$ cat src/hdl/ncs_pkg.sv
// ----------------------------------------------------------------------------
// Nested comment stripper package
// Character codes, lexer mode codes, end status codes and shared types.
// ----------------------------------------------------------------------------
package ncs_pkg;

    // Default nesting depth counter width.
    localparam int DEPTH_BITS_DEF = 8;

    // Result queue depth. It must be a power of two of at least 2.
    localparam int FIFO_DEPTH = 4;
    localparam int PTR_W      = $clog2(FIFO_DEPTH);
    localparam int CNT_W      = $clog2(FIFO_DEPTH + 1);

    // Lexer modes.
    localparam logic [1:0] MODE_CODE   = 2'd0;
    localparam logic [1:0] MODE_STRING = 2'd1;
    localparam logic [1:0] MODE_BLOCK  = 2'd2;
    localparam logic [1:0] MODE_LINE   = 2'd3;

    // End status codes.
    localparam logic [1:0] ST_OK         = 2'd0;
    localparam logic [1:0] ST_OPEN_BLOCK = 2'd1;
    localparam logic [1:0] ST_OPEN_LINE  = 2'd2;
    localparam logic [1:0] ST_OPEN_STR   = 2'd3;

    // Characters with a meaning to the lexer.
    localparam logic [7:0] CH_QUOTE  = 8'h22;
    localparam logic [7:0] CH_SLASH  = 8'h2F;
    localparam logic [7:0] CH_STAR   = 8'h2A;
    localparam logic [7:0] CH_BSLASH = 8'h5C;
    localparam logic [7:0] CH_NL     = 8'h0A;
    localparam logic [7:0] CH_SPACE  = 8'h20;

    // One result entry in the output queue.
    typedef struct packed {
        logic [7:0] data;
        logic       last;
        logic [1:0] status;
    } t_result;

    // Outcome of handling one byte with no lookahead in front of it.
    typedef struct packed {
        logic       emit;
        logic [7:0] data;
        logic [1:0] mode;
        logic       hold;
        logic       pend;
    } t_single;

    // Single-byte rule of the lexer.
    function automatic t_single single_step(input logic [1:0] mode, input logic pend,
                                            input logic [7:0] c, input logic last);
        t_single s;
        s.emit = 1'b1;
        s.data = c;
        s.mode = mode;
        s.hold = 1'b0;
        s.pend = pend;
        unique case (mode)
            MODE_CODE: begin
                if (c == CH_QUOTE) begin
                    s.mode = MODE_STRING;
                end else if (c == CH_SLASH && !last) begin
                    s.hold = 1'b1;
                    s.emit = 1'b0;
                end
            end
            MODE_STRING: begin
                if (pend) begin
                    s.pend = 1'b0;
                end else if (c == CH_BSLASH && !last) begin
                    s.pend = 1'b1;
                end else if (c == CH_QUOTE) begin
                    s.mode = MODE_CODE;
                end
            end
            MODE_BLOCK: begin
                if ((c == CH_SLASH || c == CH_STAR) && !last) begin
                    s.hold = 1'b1;
                    s.emit = 1'b0;
                end else begin
                    s.data = (c == CH_NL) ? CH_NL : CH_SPACE;
                end
            end
            MODE_LINE: begin
                if (c == CH_NL) begin
                    s.mode = MODE_CODE;
                end else begin
                    s.data = CH_SPACE;
                end
            end
        endcase
        return s;
    endfunction

endpackage

$ cat src/hdl/nested_comment_stripper_unit.sv
// ----------------------------------------------------------------------------
// Nested comment stripper unit
// Replaces comment bytes of a source text stream with spaces.
// ----------------------------------------------------------------------------
// The unit takes source text one byte per transaction on the slave stream and
// returns the same text on the master stream with every comment byte turned
// into a space. Block comments nest up to 2^DEPTH_BITS - 1 levels, line
// comments end at a newline that is passed through, newlines inside block
// comments are kept, and a backslash inside a string escapes the next byte.
// A slash in code, or a slash or star in a block comment, is held for one
// byte to see whether it starts a pair, so an input byte yields zero, one or
// two output bytes. Every text produces at least one output byte for its
// final input byte, and that output carries tlast together with an end
// status in tuser: ok, open block comment, open line comment or open string.
// After the final byte the lexer state returns to its reset values. One input
// byte can be accepted every clock cycle as long as the output queue has room
// for two results; the first result appears in the next cycle. The output
// side moves one byte per cycle with a ready receiver. Only an input that
// releases a held byte yields two results, and the input right after it
// yields at most one, so with a receiver that takes a byte in every cycle the
// four-entry result queue never holds more than two results and the slave
// stream accepts a byte in every cycle. Input stalls only when the receiver
// holds back and three or more results wait in the queue.
module nested_comment_stripper_unit
    import ncs_pkg::*;
#(
    parameter int DEPTH_BITS = DEPTH_BITS_DEF
) (
    input  logic       i_clk,
    input  logic       i_rst_n,
    // Slave stream: source text.
    input  logic       i_s_axis_tvalid,
    output logic       o_s_axis_tready,
    input  logic [7:0] i_s_axis_tdata,   // [7:0] in_byte
    input  logic       i_s_axis_tlast,   // in_last
    // Master stream: stripped text.
    output logic       o_m_axis_tvalid,
    input  logic       i_m_axis_tready,
    output logic [7:0] o_m_axis_tdata,   // [7:0] out_byte
    output logic       o_m_axis_tlast,   // out_last
    output logic [1:0] o_m_axis_tuser    // [1:0] end_status
);

    // Lexer state.
    logic [1:0]            r_mode, n_mode;
    logic [DEPTH_BITS-1:0] r_nest, n_nest;
    logic [7:0]            r_held, n_held;
    logic                  r_held_valid, n_held_valid;
    logic                  r_pend, n_pend;

    // Result queue.
    t_result               r_fifo [FIFO_DEPTH];
    logic [PTR_W-1:0]      r_wr_ptr, r_rd_ptr;
    logic [CNT_W-1:0]      r_count, n_count;

    logic                  in_acc;
    logic                  out_acc;
    t_result               res0, res1;
    logic [1:0]            nres;
    t_single               sgl;
    logic [1:0]            end_st;
    logic [PTR_W-1:0]      wr_ptr_p1;

    assign o_s_axis_tready = (r_count <= CNT_W'(FIFO_DEPTH - 2));
    assign in_acc          = i_s_axis_tvalid && o_s_axis_tready;
    assign o_m_axis_tvalid = (r_count != '0);
    assign out_acc         = o_m_axis_tvalid && i_m_axis_tready;
    assign wr_ptr_p1       = PTR_W'(r_wr_ptr + 1'b1);

    // The single-byte rule always sees the current mode: a held byte that
    // does not form a pair never changes the mode.
    assign sgl = single_step(r_mode, r_pend, i_s_axis_tdata, i_s_axis_tlast);

    // One pass of the lexer for the byte on the slave stream.
    always_comb begin
        n_mode       = r_mode;
        n_nest       = r_nest;
        n_held       = r_held;
        n_held_valid = r_held_valid;
        n_pend       = r_pend;
        res0         = '{data: CH_SPACE, last: 1'b0, status: ST_OK};
        res1         = '{data: CH_SPACE, last: 1'b0, status: ST_OK};
        nres         = 2'd0;
        end_st       = ST_OK;

        if (r_held_valid) begin
            n_held_valid = 1'b0;
            n_held       = '0;
            if (r_mode == MODE_CODE && r_held == CH_SLASH
                    && i_s_axis_tdata == CH_STAR) begin
                // Opening of a block comment.
                n_mode = MODE_BLOCK;
                n_nest = DEPTH_BITS'(1);
                nres   = 2'd2;
            end else if (r_mode == MODE_CODE && r_held == CH_SLASH
                    && i_s_axis_tdata == CH_SLASH) begin
                n_mode = MODE_LINE;
                nres   = 2'd2;
            end else if (r_mode == MODE_BLOCK && r_held == CH_SLASH
                    && i_s_axis_tdata == CH_STAR) begin
                // Nested opening; the depth saturates at its maximum.
                if (r_nest != '1) begin
                    n_nest = r_nest + 1'b1;
                end
                nres = 2'd2;
            end else if (r_mode == MODE_BLOCK && r_held == CH_STAR
                    && i_s_axis_tdata == CH_SLASH) begin
                // Closing pair; a closing at zero depth also returns to code.
                if (r_nest != '0) begin
                    n_nest = r_nest - 1'b1;
                end
                if (r_nest <= DEPTH_BITS'(1)) begin
                    n_mode = MODE_CODE;
                end
                nres = 2'd2;
            end else begin
                // No pair: release the held byte, then treat the new byte alone.
                res0.data    = (r_mode == MODE_BLOCK) ? CH_SPACE : r_held;
                res1.data    = sgl.data;
                nres         = sgl.emit ? 2'd2 : 2'd1;
                n_mode       = sgl.mode;
                n_pend       = sgl.pend;
                n_held_valid = sgl.hold;
                n_held       = sgl.hold ? i_s_axis_tdata : 8'h00;
            end
        end else begin
            res0.data    = sgl.data;
            nres         = sgl.emit ? 2'd1 : 2'd0;
            n_mode       = sgl.mode;
            n_pend       = sgl.pend;
            n_held_valid = sgl.hold;
            n_held       = sgl.hold ? i_s_axis_tdata : r_held;
        end

        if (i_s_axis_tlast) begin
            unique case (n_mode)
                MODE_BLOCK:  end_st = ST_OPEN_BLOCK;
                MODE_LINE:   end_st = ST_OPEN_LINE;
                MODE_STRING: end_st = ST_OPEN_STR;
                MODE_CODE:   end_st = ST_OK;
            endcase
            // The final byte is never held, so at least one result exists.
            if (nres == 2'd2) begin
                res1.last   = 1'b1;
                res1.status = end_st;
            end else begin
                res0.last   = 1'b1;
                res0.status = end_st;
            end
            n_mode       = MODE_CODE;
            n_nest       = '0;
            n_held       = '0;
            n_held_valid = 1'b0;
            n_pend       = 1'b0;
        end
    end

    always_comb begin
        n_count = r_count;
        if (in_acc) begin
            n_count = CNT_W'(n_count + CNT_W'(nres));
        end
        if (out_acc) begin
            n_count = CNT_W'(n_count - 1'b1);
        end
    end

    // Control state.
    always_ff @(posedge i_clk) begin
        if (!i_rst_n) begin
            r_mode       <= MODE_CODE;
            r_nest       <= '0;
            r_held       <= '0;
            r_held_valid <= 1'b0;
            r_pend       <= 1'b0;
            r_wr_ptr     <= '0;
            r_rd_ptr     <= '0;
            r_count      <= '0;
        end else begin
            if (in_acc) begin
                r_mode       <= n_mode;
                r_nest       <= n_nest;
                r_held       <= n_held;
                r_held_valid <= n_held_valid;
                r_pend       <= n_pend;
                r_wr_ptr     <= PTR_W'(r_wr_ptr + PTR_W'(nres));
            end
            if (out_acc) begin
                r_rd_ptr <= PTR_W'(r_rd_ptr + 1'b1);
            end
            r_count <= n_count;
        end
    end

    // Queue payload, written at up to two consecutive entries.
    always_ff @(posedge i_clk) begin
        if (in_acc && nres != 2'd0) begin
            r_fifo[r_wr_ptr] <= res0;
        end
        if (in_acc && nres == 2'd2) begin
            r_fifo[wr_ptr_p1] <= res1;
        end
    end

    assign o_m_axis_tdata = r_fifo[r_rd_ptr].data;
    assign o_m_axis_tlast = r_fifo[r_rd_ptr].last;
    assign o_m_axis_tuser = r_fifo[r_rd_ptr].status;

    // The queue never holds more results than it has entries.
    a_count_bound: assert property (@(posedge i_clk) disable iff (!i_rst_n)
        r_count <= CNT_W'(FIFO_DEPTH))
        else $error("result queue overflow");

    // The final byte of a text leaves the lexer in its reset state.
    a_last_resets: assert property (@(posedge i_clk) disable iff (!i_rst_n)
        in_acc && i_s_axis_tlast |=>
            r_mode == MODE_CODE && r_nest == '0 && !r_held_valid && !r_pend)
        else $error("lexer state not cleared after final byte");

    // A lookahead byte is only held in code or block comment mode.
    a_held_mode: assert property (@(posedge i_clk) disable iff (!i_rst_n)
        r_held_valid |-> (r_mode == MODE_CODE || r_mode == MODE_BLOCK))
        else $error("lookahead byte held in wrong mode");

    // An escape is only pending inside a string.
    a_pend_mode: assert property (@(posedge i_clk) disable iff (!i_rst_n)
        r_pend |-> r_mode == MODE_STRING)
        else $error("escape pending outside a string");

endmodule

$ cat config.mk
export PLATFORM = sky130hd
export DESIGN_NAME = nested_comment_stripper_unit
export DESIGN_NICKNAME = d
export VERILOG_FILES = /design/src/hdl/ncs_pkg.sv /design/src/hdl/nested_comment_stripper_unit.sv
export SDC_FILE = /design/constraint.sdc
export NUM_CORES = 1
export LEC_CHECK = 0
export BUFFER_PORTS_ARGS = -buffer_cell sky130_fd_sc_hd__buf_2
export CORE_AREA = 2 2 115 117
export CTS_CLUSTER_SIZE = 24
export DETAILED_ROUTE_END_ITERATION = 7
export DIE_AREA = 0 0 117 119
export MAX_ROUTING_LAYER = met4
export PLACE_DENSITY_LB_ADDON = 0.05
export SLEW_MARGIN = 20
export SYNTH_ARGS = -nofsm -noshare
export SYNTH_HDL_FRONTEND = slang
export SYNTH_SLANG_ARGS = --single-unit
$ cat constraint.sdc
create_clock -name i_clk -period 4.3 [get_ports i_clk]
set_input_delay 0.645 -clock i_clk [delete_from_list [all_inputs] [get_ports i_clk]]
set_output_delay 0.645 -clock i_clk [all_outputs]
set_load 0.005 [all_outputs]
======== Yosys cells after proc, flatten, opt, wreduce, memory -nomap -nowiden ========
Memory sizes are Yosys's and may differ from the RTL's. A register that Yosys moved wholly into a read port is not among the register bits.
Cells that the tools add are included.
word-level totals
  flip-flop bits (word level) ............. 27
  memories kept ........................... 1
  input bits .............................. 13
  memory bits (writable) .................. 44
  word-level logic and storage cells ...... 154
  output and inout bits ................... 13
memories
  memory  words  bits a word  read ports  clocked after Yosys merged registers in  wr ports  line                                text
  r_fifo  4      11           1           1                                        2         nested_comment_stripper_unit.sv:52  t_result r_fifo [FIFO_DEPTH];
cells by class
  reduce and logical (&&, ||, !) cells .... 28
  order comparisons ....................... 2
  equality and inequality tests ........... 21
  $add $sub $neg .......................... 7
  mux-type cells .......................... 87
operator list
  operator               count
  $mux W8                29
  $eq A8 B6 Y1 const B   5
  $mux W2                20
  $mux W1                26
  $mux W3                6
  $pmux W8 S2            1
  $ne A3 B3 Y1 const B   5
  $logic_and A1 B1 Y1    14
  $eq A2 B2 Y1 const B   5
  $add A8 B1 Y8 const B  1
  $eq A8 B4 Y1 const B   1
  $eq A8 B7 Y1 const B   1
  $le A8 B1 Y1 const B   1
  $ne A8 B8 Y1 const B   1
  $pmux W2 S4            1
  $reduce_bool A4 Y1     2
  $reduce_bool A8 Y1     1
  $sub A8 B1 Y8 const B  1
  $mux W6                1
  $pmux W2 S3            1
  $reduce_and A6 Y1      1
  $reduce_bool A3 Y1     2
  $reduce_and A5 Y1      1
  $add A2 B1 Y2 const B  2
  12 further kinds       16

======== Depth between registers and ports, before layout ========
Gate-level depths: netlist of run 1.
  depth after elaboration ................. 15
  mapped depth ............................ 16

======== Least setup slack after synthesis of run 1 ========
OpenSTA, ideal clock, no wires.
  path type ............................... input-to-reg
  from .................................... input i_s_axis_tdata[7]
  to ...................................... register r_count[1]
  arrival ................................. 3.817 ns
  data required time ...................... 4.235 ns
  buffers on the path ..................... 1
  path slack .............................. 0.417 ns
  stages .................................. 14
  cells stage by stage .................... buf_4 or3_1 nor4b_2 nand2_1 o21ai_1 a21boi_0 ha_1 inv_1 fa_1 nor2_1 a21oi_1 ha_1 mux2_2 nor2_1
between the ends
  word-level cells in the longest chain between the ends .. 15
  elaborated cells between the ends (all ways) .. 25
ends and longest elaborated chain
  element                                                           line                                 text
  start, declared                                                   nested_comment_stripper_unit.sv:34   input logic [7:0] i_s_axis_tdata,
  $eq A8 B6 Y1, on equally long branches                            -
  $logic_and A1 B1 Y1 / $logic_or A1 B1 Y1 (equally long branches)  ncs_pkg.sv:64, ncs_pkg.sv:79
  $mux W1 / $logic_and A1 B1 Y1 (equally long branches)             ncs_pkg.sv:64, ncs_pkg.sv:79
  $mux W1, on equally long branches                                 ncs_pkg.sv:62, ncs_pkg.sv:79
  $pmux W1 S2                                                       ncs_pkg.sv:60                        unique case (mode)
  $mux W2                                                           nested_comment_stripper_unit.sv:120  nres = sgl.emit ? 2'd2 : 2'd1;
  $mux W2                                                           nested_comment_stripper_unit.sv:106  end else if (r_mode == MODE_BLOCK && r_held == CH_STAR
  $mux W2                                                           nested_comment_stripper_unit.sv:99   end else if (r_mode == MODE_BLOCK && r_held == CH_SLASH
  $mux W2                                                           nested_comment_stripper_unit.sv:95   end else if (r_mode == MODE_CODE && r_held == CH_SLASH
  $mux W2                                                           nested_comment_stripper_unit.sv:89   if (r_mode == MODE_CODE && r_held == CH_SLASH
  $mux W2 *                                                         nested_comment_stripper_unit.sv:86   if (r_held_valid) begin
  $add A3 B2 Y3 *                                                   nested_comment_stripper_unit.sv:161  n_count = CNT_W'(n_count + CNT_W'(nres));
  $mux W3 *                                                         nested_comment_stripper_unit.sv:160  if (in_acc) begin
  $sub A3 B1 Y3                                                     nested_comment_stripper_unit.sv:164  n_count = CNT_W'(n_count - 1'b1);
  $mux W3 *                                                         nested_comment_stripper_unit.sv:163  if (out_acc) begin
  end signal, assigned                                              nested_comment_stripper_unit.sv:191  r_count <= n_count;
  end, declared                                                     nested_comment_stripper_unit.sv:54   logic [CNT_W-1:0] r_count, n_count;
Every way passes the cells marked *; elsewhere a longest branch is shown, timed or not.
A chain may end at the register's enable or synchronous reset.

======== Worst setup path in the final report of run 1 ========
  from .................................... input i_s_axis_tdata[4]
  to ...................................... register r_count[1]
The elaborated chain is that of the path after synthesis.

==> qor.yml, run 1 <==
cts_root_buf: "clkbuf_16"
p_seq_share_pct: 43.9
cts_buffers: 9
avgRoutedWirePerCell_um: 18.9
synth-edff-count: 44
synthArstFlopShare_pct: 0
slew_viol_final: 0
fill_cells: 1275
die_height_um: 119
hold_viol_final: 0
synth_compound_gate_area_share_pct: 18.5
end_kind: "flip-flop"
internal_power_uw: 1470
grt-ovfl-total: 0
yosysMostFrequentCell: "edfxtp_1"
place_congestion: 0.851
synth-xor-area-share_pct: 1.22
drive_gt1_share_pct: 19.3
clkTransAtPathRegs_ns: 0.06
setup_viol: 0
finalSetupTns_ns: 0
maxCapViolCount: 0
drt_iter0_markers: 178
fin_nets: 448
grt_pass1_wl_um: 18600
clkSinkCount: 73
crit_arrival_ns: 3.72
synth_cells: 404
vias: 3336
drt-total-wl_um: 11500
critPathMaxFanout: 9
area_growth_pct: 13.3
maxSlewHeadroom_pct: 44.5
hp-start: "r_held[5]"
max_freq_mhz: 291
hpwl_um: 8450
ys_top_cells_by_count: "edfxtp_1, nor2_1, dfxtp_1, nand2_1, a32o_1"
num_antenna_cells: 0
htree_levels: 3
grt_pass1_vias: 3295
grt_usage_pct: 18.5
tightest_slew_ns: 0.825
clock_latency_ns: 0.34
finClkSkew_ns: 0.00998
yosys.area_share.simple_pct: 19.3
synth_fa_ha_area_share_pct: 2.49
p_per_area_nw_per_um2: 428
combPwrFrac_pct: 24.3
hold_buffers: 0
synth_flop_cell: "edfxtp_1"
max-vdd-ir-drop_mv: 0.138
drcViolationCount: 0
postCtsSetupBuffers: 0
leakagePower_uw: 0.00181
p_switching_uw: 623
synth.distinct_cells: 69
initial_core_util_pct: 33.6
die-area_um2: 13900
synth_area_um2: 4320
final_util_pct: 38.0
syn_area_per_cell_um2: 10.7
synth_area_leaders: "edfxtp_1, dfxtp_1, mux4_2"
worstPathRequired_ns: 4.58
timing.rr.start: "r_held[4]"
cts_resized: 0
path_class: "input pin to flip-flop"
layout_worst_path_cycle_share_pct: 80.0
ys_seq_area_share_pct: 44.0
status: "complete, no violations"
yosys_register_bits: 73
clockPowerShare_pct: 31.8
core_area_um2: 12900
die_w_um: 117
synth_top_area_cell: "edfxtp_1"
vias_per_cell: 5.50
cts_tree: "done"
ioPinCount: 26
synth.top_cell.area_share_pct: 30.6
grt_max_degree: 24
firstDrtPassIters: 5
fin_crit_ns: 3.44
cp-start-kind: "input pin"
ant_nets: 0
cp-startpoint: "i_s_axis_tdata[4]"
synth-warning-count: 0
ctsLongestPathBuffers: 2
synth.area.mux_share_pct: 10.8
rows: 42
synth_fp_nets: 425
synth_top_family_by_area: "simple AND/OR/NAND/NOR gates"
switching_share_pct: 29.7
hold_class: "flip-flop to flip-flop"
port_buffers: 25
rsz0062_at_grt: "false"
grt_antenna_before_repair: 0
[registers in the layout, indices dropped and copies added (netlist names), 2 cells and up, named ones only]
name      cells
r_rd_ptr      2
r_nest        8
r_mode        2
r_count       3
r_fifo       44
r_held        8
r_wr_ptr      2
[path summary, 6_finish.rpt]
check / slack (ns) / endpoint / depth (start not counted)
worst max-delay path: 0.86 / r_count[1] / 14
worst min-delay path: 0.50 / r_held[5] / 2
worst max register to register: 0.96 / r_count[1] / 13
worst min register to register: 0.50 / r_held[5] / 2
[power by group through the flow]
stage / combinational (µW) / clock (µW) / sequential (µW)
floorplan: 401 / 0 / 878
global placement: 520 / 0 / 940
detailed placement: 518 / 0 / 941
CTS: 520 / 685 / 927
global route: 575 / 715 / 944
finish: 509 / 666 / 921
[through the flow]
stage                     instance area [µm²]  total power (µW)  setup slack [ns]  cells  hold WS (ns)
after floorplan                          4320              1280             0.417    404         0.459
after global placement                   4640              1460             0.556    592         0.480
after detailed placement                 4640              1460             0.487    592         0.493
after CTS                                4900              2130             0.841    607         0.504
after global routing                     4900              2230             0.577    607         0.533
final                                    4900              2100             0.861    607         0.495
[area by class of cell]
| cell class | count | area [µm²] | share of cell area [%] |
|---|---|---|---|
| clock buffers | 11 | 233 | 4.75 |
| clock inverters | 4 | 21.3 | 0.434 |
| flip-flops and latches | 73 | 1900 | 38.8 |
| inverters | 12 | 45.0 | 0.920 |
| multi-input cells | 295 | 2270 | 46.3 |
| well taps | 176 | 220 | 4.50 |
| repair buffers | 36 | 208 | 4.24 |
[worst max-delay path, cell delays in order]
cell and delay [ns]:
buf_2 0.17, or3_1 0.44, nor4b_2 0.27, nand2_1 0.16, o21ai_1 0.19, a21boi_0 0.30
ha_1 0.20, inv_1 0.05, fa_1 0.48, nor2_1 0.04, a21oi_1 0.18, ha_1 0.26
mux2_2 0.25, nor2_1 0.08
[layout by cell type, fill, tap and decap left out, types with 3 or more instances in the layout]
master / instances
nand2_1: 29
nor2_1: 36
nor4_1: 7
a22oi_1: 4
buf_4: 11
clkinv_1: 4
and3_1: 5
nand4_1: 7
nand2_4: 3
or3_1: 6
a211oi_1: 3
mux2i_1: 14
or2_2: 4
and4_1: 3
xnor2_1: 4
a31oi_1: 5
a21oi_1: 20
inv_1: 9
o21ai_0: 10
a32o_1: 21
clkbuf_16: 9
a21o_1: 5
a21boi_0: 4
o41ai_1: 4
nand2b_1: 6
ha_1: 7
and2_1: 7
dfxtp_1: 29
mux4_2: 11
nand3_1: 9
mux2_4: 3
edfxtp_1: 44
o21ai_1: 3
o21a_1: 4
o31ai_1: 6
buf_2: 25
nor3_1: 4
or4_1: 4
o311ai_0: 3
[kinds of logic (layout without fill, tap and decap cells)]
family,after synthesis,in the layout
muxes,31,31
and+or+nand+nor,145,145
AOI/OAI and AO/OA,105,105
buffers and inverters,36,63
adders and majority gates,8,8
DFF,73,73
xor gates and xnor gates,6,6
[metal layers]
metal / GRT usage [%] / share of wire (%) / vias to the layer above
met5: - / 0 / -
met4: 7.87 / 1.2 / 0
met3: 2.44 / 5.1 / 6
met2: 27.1 / 47 / 83
met1: 25.6 / 47 / 1622
li1: - / - / 1625
Note: power is estimated with default switching activity, not from simulation.
==> run 2, diff against run 1 <==
--- a/config.mk
+++ b/config.mk
@@ -5,11 +5,12 @@
 export SDC_FILE = /design/constraint.sdc
 export NUM_CORES = 1
 export LEC_CHECK = 0
+export ABC_AREA = 1
 export BUFFER_PORTS_ARGS = -buffer_cell sky130_fd_sc_hd__buf_2
-export CORE_AREA = 2 2 115 117
+export CORE_AREA = 2 2 117 119
 export CTS_CLUSTER_SIZE = 24
 export DETAILED_ROUTE_END_ITERATION = 7
-export DIE_AREA = 0 0 117 119
+export DIE_AREA = 0 0 119 121
 export MAX_ROUTING_LAYER = met4
 export PLACE_DENSITY_LB_ADDON = 0.05
 export SLEW_MARGIN = 20
==> constraint.sdc (replaced) <==
create_clock -name i_clk -period 3.33 [get_ports i_clk]
set_input_delay 0.4995 -clock i_clk [delete_from_list [all_inputs] [get_ports i_clk]]
set_output_delay 0.4995 -clock i_clk [all_outputs]
set_load 0.005 [all_outputs]
==> run 2 against run 1 <==
  * Hold slack got worse by 0.047 ns
  * Clock-buffer cell count increased by 1
  * Cell area increased by 4.3%
  * Power increased by 28%
  * Clock skew decreased by 0.0032 ns
  * Via count increased by 19%
  * Final cell count increased by 32%
  * Sequential power increased by 23%
  * Largest power group unchanged
==> qor.yml, run 2 <==
crit_chain: "buf_4 > nor2_4 > nand3_1 > nor2_1 > nand2_1 > nand3_2 > nand2_4 > nand3_4 > buf_4 > inv_2 > fa_1 > nand2_1 > o21ai_0 > ha_1 > nand2_1 > o21ai_0 > a21oi_1"
synth.top_cell.area_share_pct: 29.3
switching_share_pct: 32.1
fin_nets: 640
die-area_um2: 14400
slowest_delay_ns: 0.51
clkTransAtPathRegs_ns: 0.06
grt_usage_pct: 18.7
die_w_um: 119
leakagePower_uw: 0.00212
core_area_um2: 13100
cts_buffers: 9
synth.distinct_cells: 41
synth_fa_ha_area_share_pct: 2.39
ioPinCount: 26
initial_core_util_pct: 34.5
postCtsSetupBuffers: 0
worstSetupEndpoint: "r_count[2]"
synth_cells: 591
end_kind: "flip-flop"
cpMaxStageDelayCell: "fa_1"
cts_tree: "done"
layout_worst_path_cycle_share_pct: 86.5
ys_top_cells_by_count: "nand2_1, nor2_1, o21ai_0"
p_switching_uw: 863
syn_area_per_cell_um2: 7.63
largest-register: "r_fifo"
critPathMaxFanout: 10
area_growth_pct: 13.3
clockPowerShare_pct: 31.9
firstDrtPassIters: 4
hpwl_um: 9330
vias: 3983
final_cell_mix: "nand2_1, nor2_1, o21ai_0"
status: "complete, no violations"
r2r_setup_slack_ns: 0.45
cp.buffers_inverters: 3
synth_top_area_cell: "edfxtp_1"
combPwrFrac_pct: 26.3
synthArstFlopShare_pct: 0
critPathTopFamily: "simple AND/OR/NAND/NOR gates"
clock_latency_ns: 0.34
rsz0062_at_grt: "false"
synth.area.mux_share_pct: 0
ys_seq_area_share_pct: 42.2
drt_iter0_markers: 262
setup_viol: 0
path_class: "flip-flop to flip-flop"
drt-total-wl_um: 12400
synth_fp_nets: 612
stdcell_count: 800
yosys_register_bits: 73
crit_cells: 17
avgRoutedWirePerCell_um: 15.4
rr_worst_depth: 17
synth_area_um2: 4510
drive_gt1_share_pct: 14.6
rows: 42
max_freq_mhz: 347
place_congestion: 0.923
synth_flop_cell: "edfxtp_1"
htree_levels: 3
slew_viol_final: 0
synth_top_family_by_area: "simple AND/OR/NAND/NOR gates"
worstPathRequired_ns: 3.56
crit_top_cell: "nand2_1"
grt_max_degree: 24
grt_pass1_vias: 3863
p_seq_share_pct: 41.9
maxCapViolCount: 0
r2r-end: "r_count[2]"
synth_compound_gate_area_share_pct: 15.2
die_height_um: 121
cp-start-kind: "flip-flop"
num_antenna_cells: 0
fin_crit_ns: 2.88
final_area_um2: 5110
p_per_area_nw_per_um2: 526
synth-xor-area-share_pct: 2.33
ant_nets: 0
grt_pass1_wl_um: 20100
cts_resized: 0
synth-warning-count: 0
grt_antenna_before_repair: 0
hold_buffers: 0
finClkSkew_ns: 0.00675
hold_class: "input pin to flip-flop"
clkSinkCount: 73
cts_root_buf: "clkbuf_16"
mostFrequentLayoutCell: "nand2_1"
place_inst: 784
crit_arrival_ns: 3.10
drcViolationCount: 0
yosys.area_share.simple_pct: 30.9
timing.rr.start: "r_mode[1]"
max-vdd-ir-drop_mv: 0.204
cp-startpoint: "r_mode[1]"
top_regs: "r_fifo (44), r_held (8), r_nest (8)"
finalSetupTns_ns: 0
port_buffers: 25
hold_viol_final: 0
synth-edff-count: 44
internal_power_uw: 1820
ctsLongestPathBuffers: 2
placed_cell_area_um2: 4850
yosysMostFrequentCell: "nand2_1"
tightest_slew_ns: 0.741
synth_area_leaders: "edfxtp_1, dfxtp_1, nand2_1"
largest_register_ffs: 44
grt-ovfl-total: 0
vias_per_cell: 4.98
maxSlewHeadroom_pct: 50.6
## run 2: metal layers
metal | part of all wire, % | wire, µm | GRT usage (%)
met5 | 0 | 0 | -
met2 | 50 | 6200 | 31.6
met1 | 45 | 5510 | 22.2
met3 | 3.5 | 436 | 3.29
met4 | 1.7 | 208 | 7.07
## run 2: logic make-up (layout without fill, tap and decap cells)
group,count (synthesis),after routing
adder cells (fa/ha/maj),8,8
AO/OA/AOI/OAI,127,127
XOR/XNOR,12,12
flip-flops,73,73
AND/OR/NAND/NOR,298,298
buffers and inverters,73,106
## run 2: worst min-delay path by stage
stage	from	endpoint	slack (ns)	cells after the start
2_1_floorplan	r_held[6]	r_held[6]	0.43	2
3_3_place_gp	r_rd_ptr[1]	r_rd_ptr[1]	0.45	2
3_5_place_dp	r_rd_ptr[1]	r_rd_ptr[1]	0.45	2
4_1_cts	i_m_axis_tready	r_count[1]	0.44	3
5_1_grt	i_m_axis_tready	r_count[1]	0.45	3
6_report	i_m_axis_tready	r_count[1]	0.45	3
## run 2: tightest hold or removal path, cell delays in order
cell and delay (ns):
buf_2 0.10, nand2_1 0.08, a21oi_1 0.07
## run 2: cell type report
type | count | area [µm²]
Multi-Input combinational cell | 445 | 2290
Inverter | 50 | 188
Clock buffer | 12 | 236
Sequential cell | 73 | 1900
Clock inverter | 4 | 20.0
Tap cell | 176 | 220
Timing Repair Buffer | 40 | 250
Fill cell | 1362 | 7980
## run 2: power groups by stage
stage / combinational [µW] / sequential (µW) / clock (µW)
after floorplan: 481 / 1120 / 0
after detailed placement: 721 / 1140 / 0
after CTS: 722 / 1130 / 878
after global routing: 800 / 1140 / 915
final: 705 / 1130 / 856
after global placement: 717 / 1140 / 0
## run 2: metrics by stage
step	setup WS, ns	total power (µW)	util [%]	hold WS [ns]
floorplan	0.388	1600	-	0.433
global placement	0.178	1860	37.1	0.450
detailed placement	0.135	1860	37.1	0.454
CTS	0.433	2730	39.0	0.444
global route	0.123	2850	39.0	0.449
finish	0.450	2690	39.0	0.449
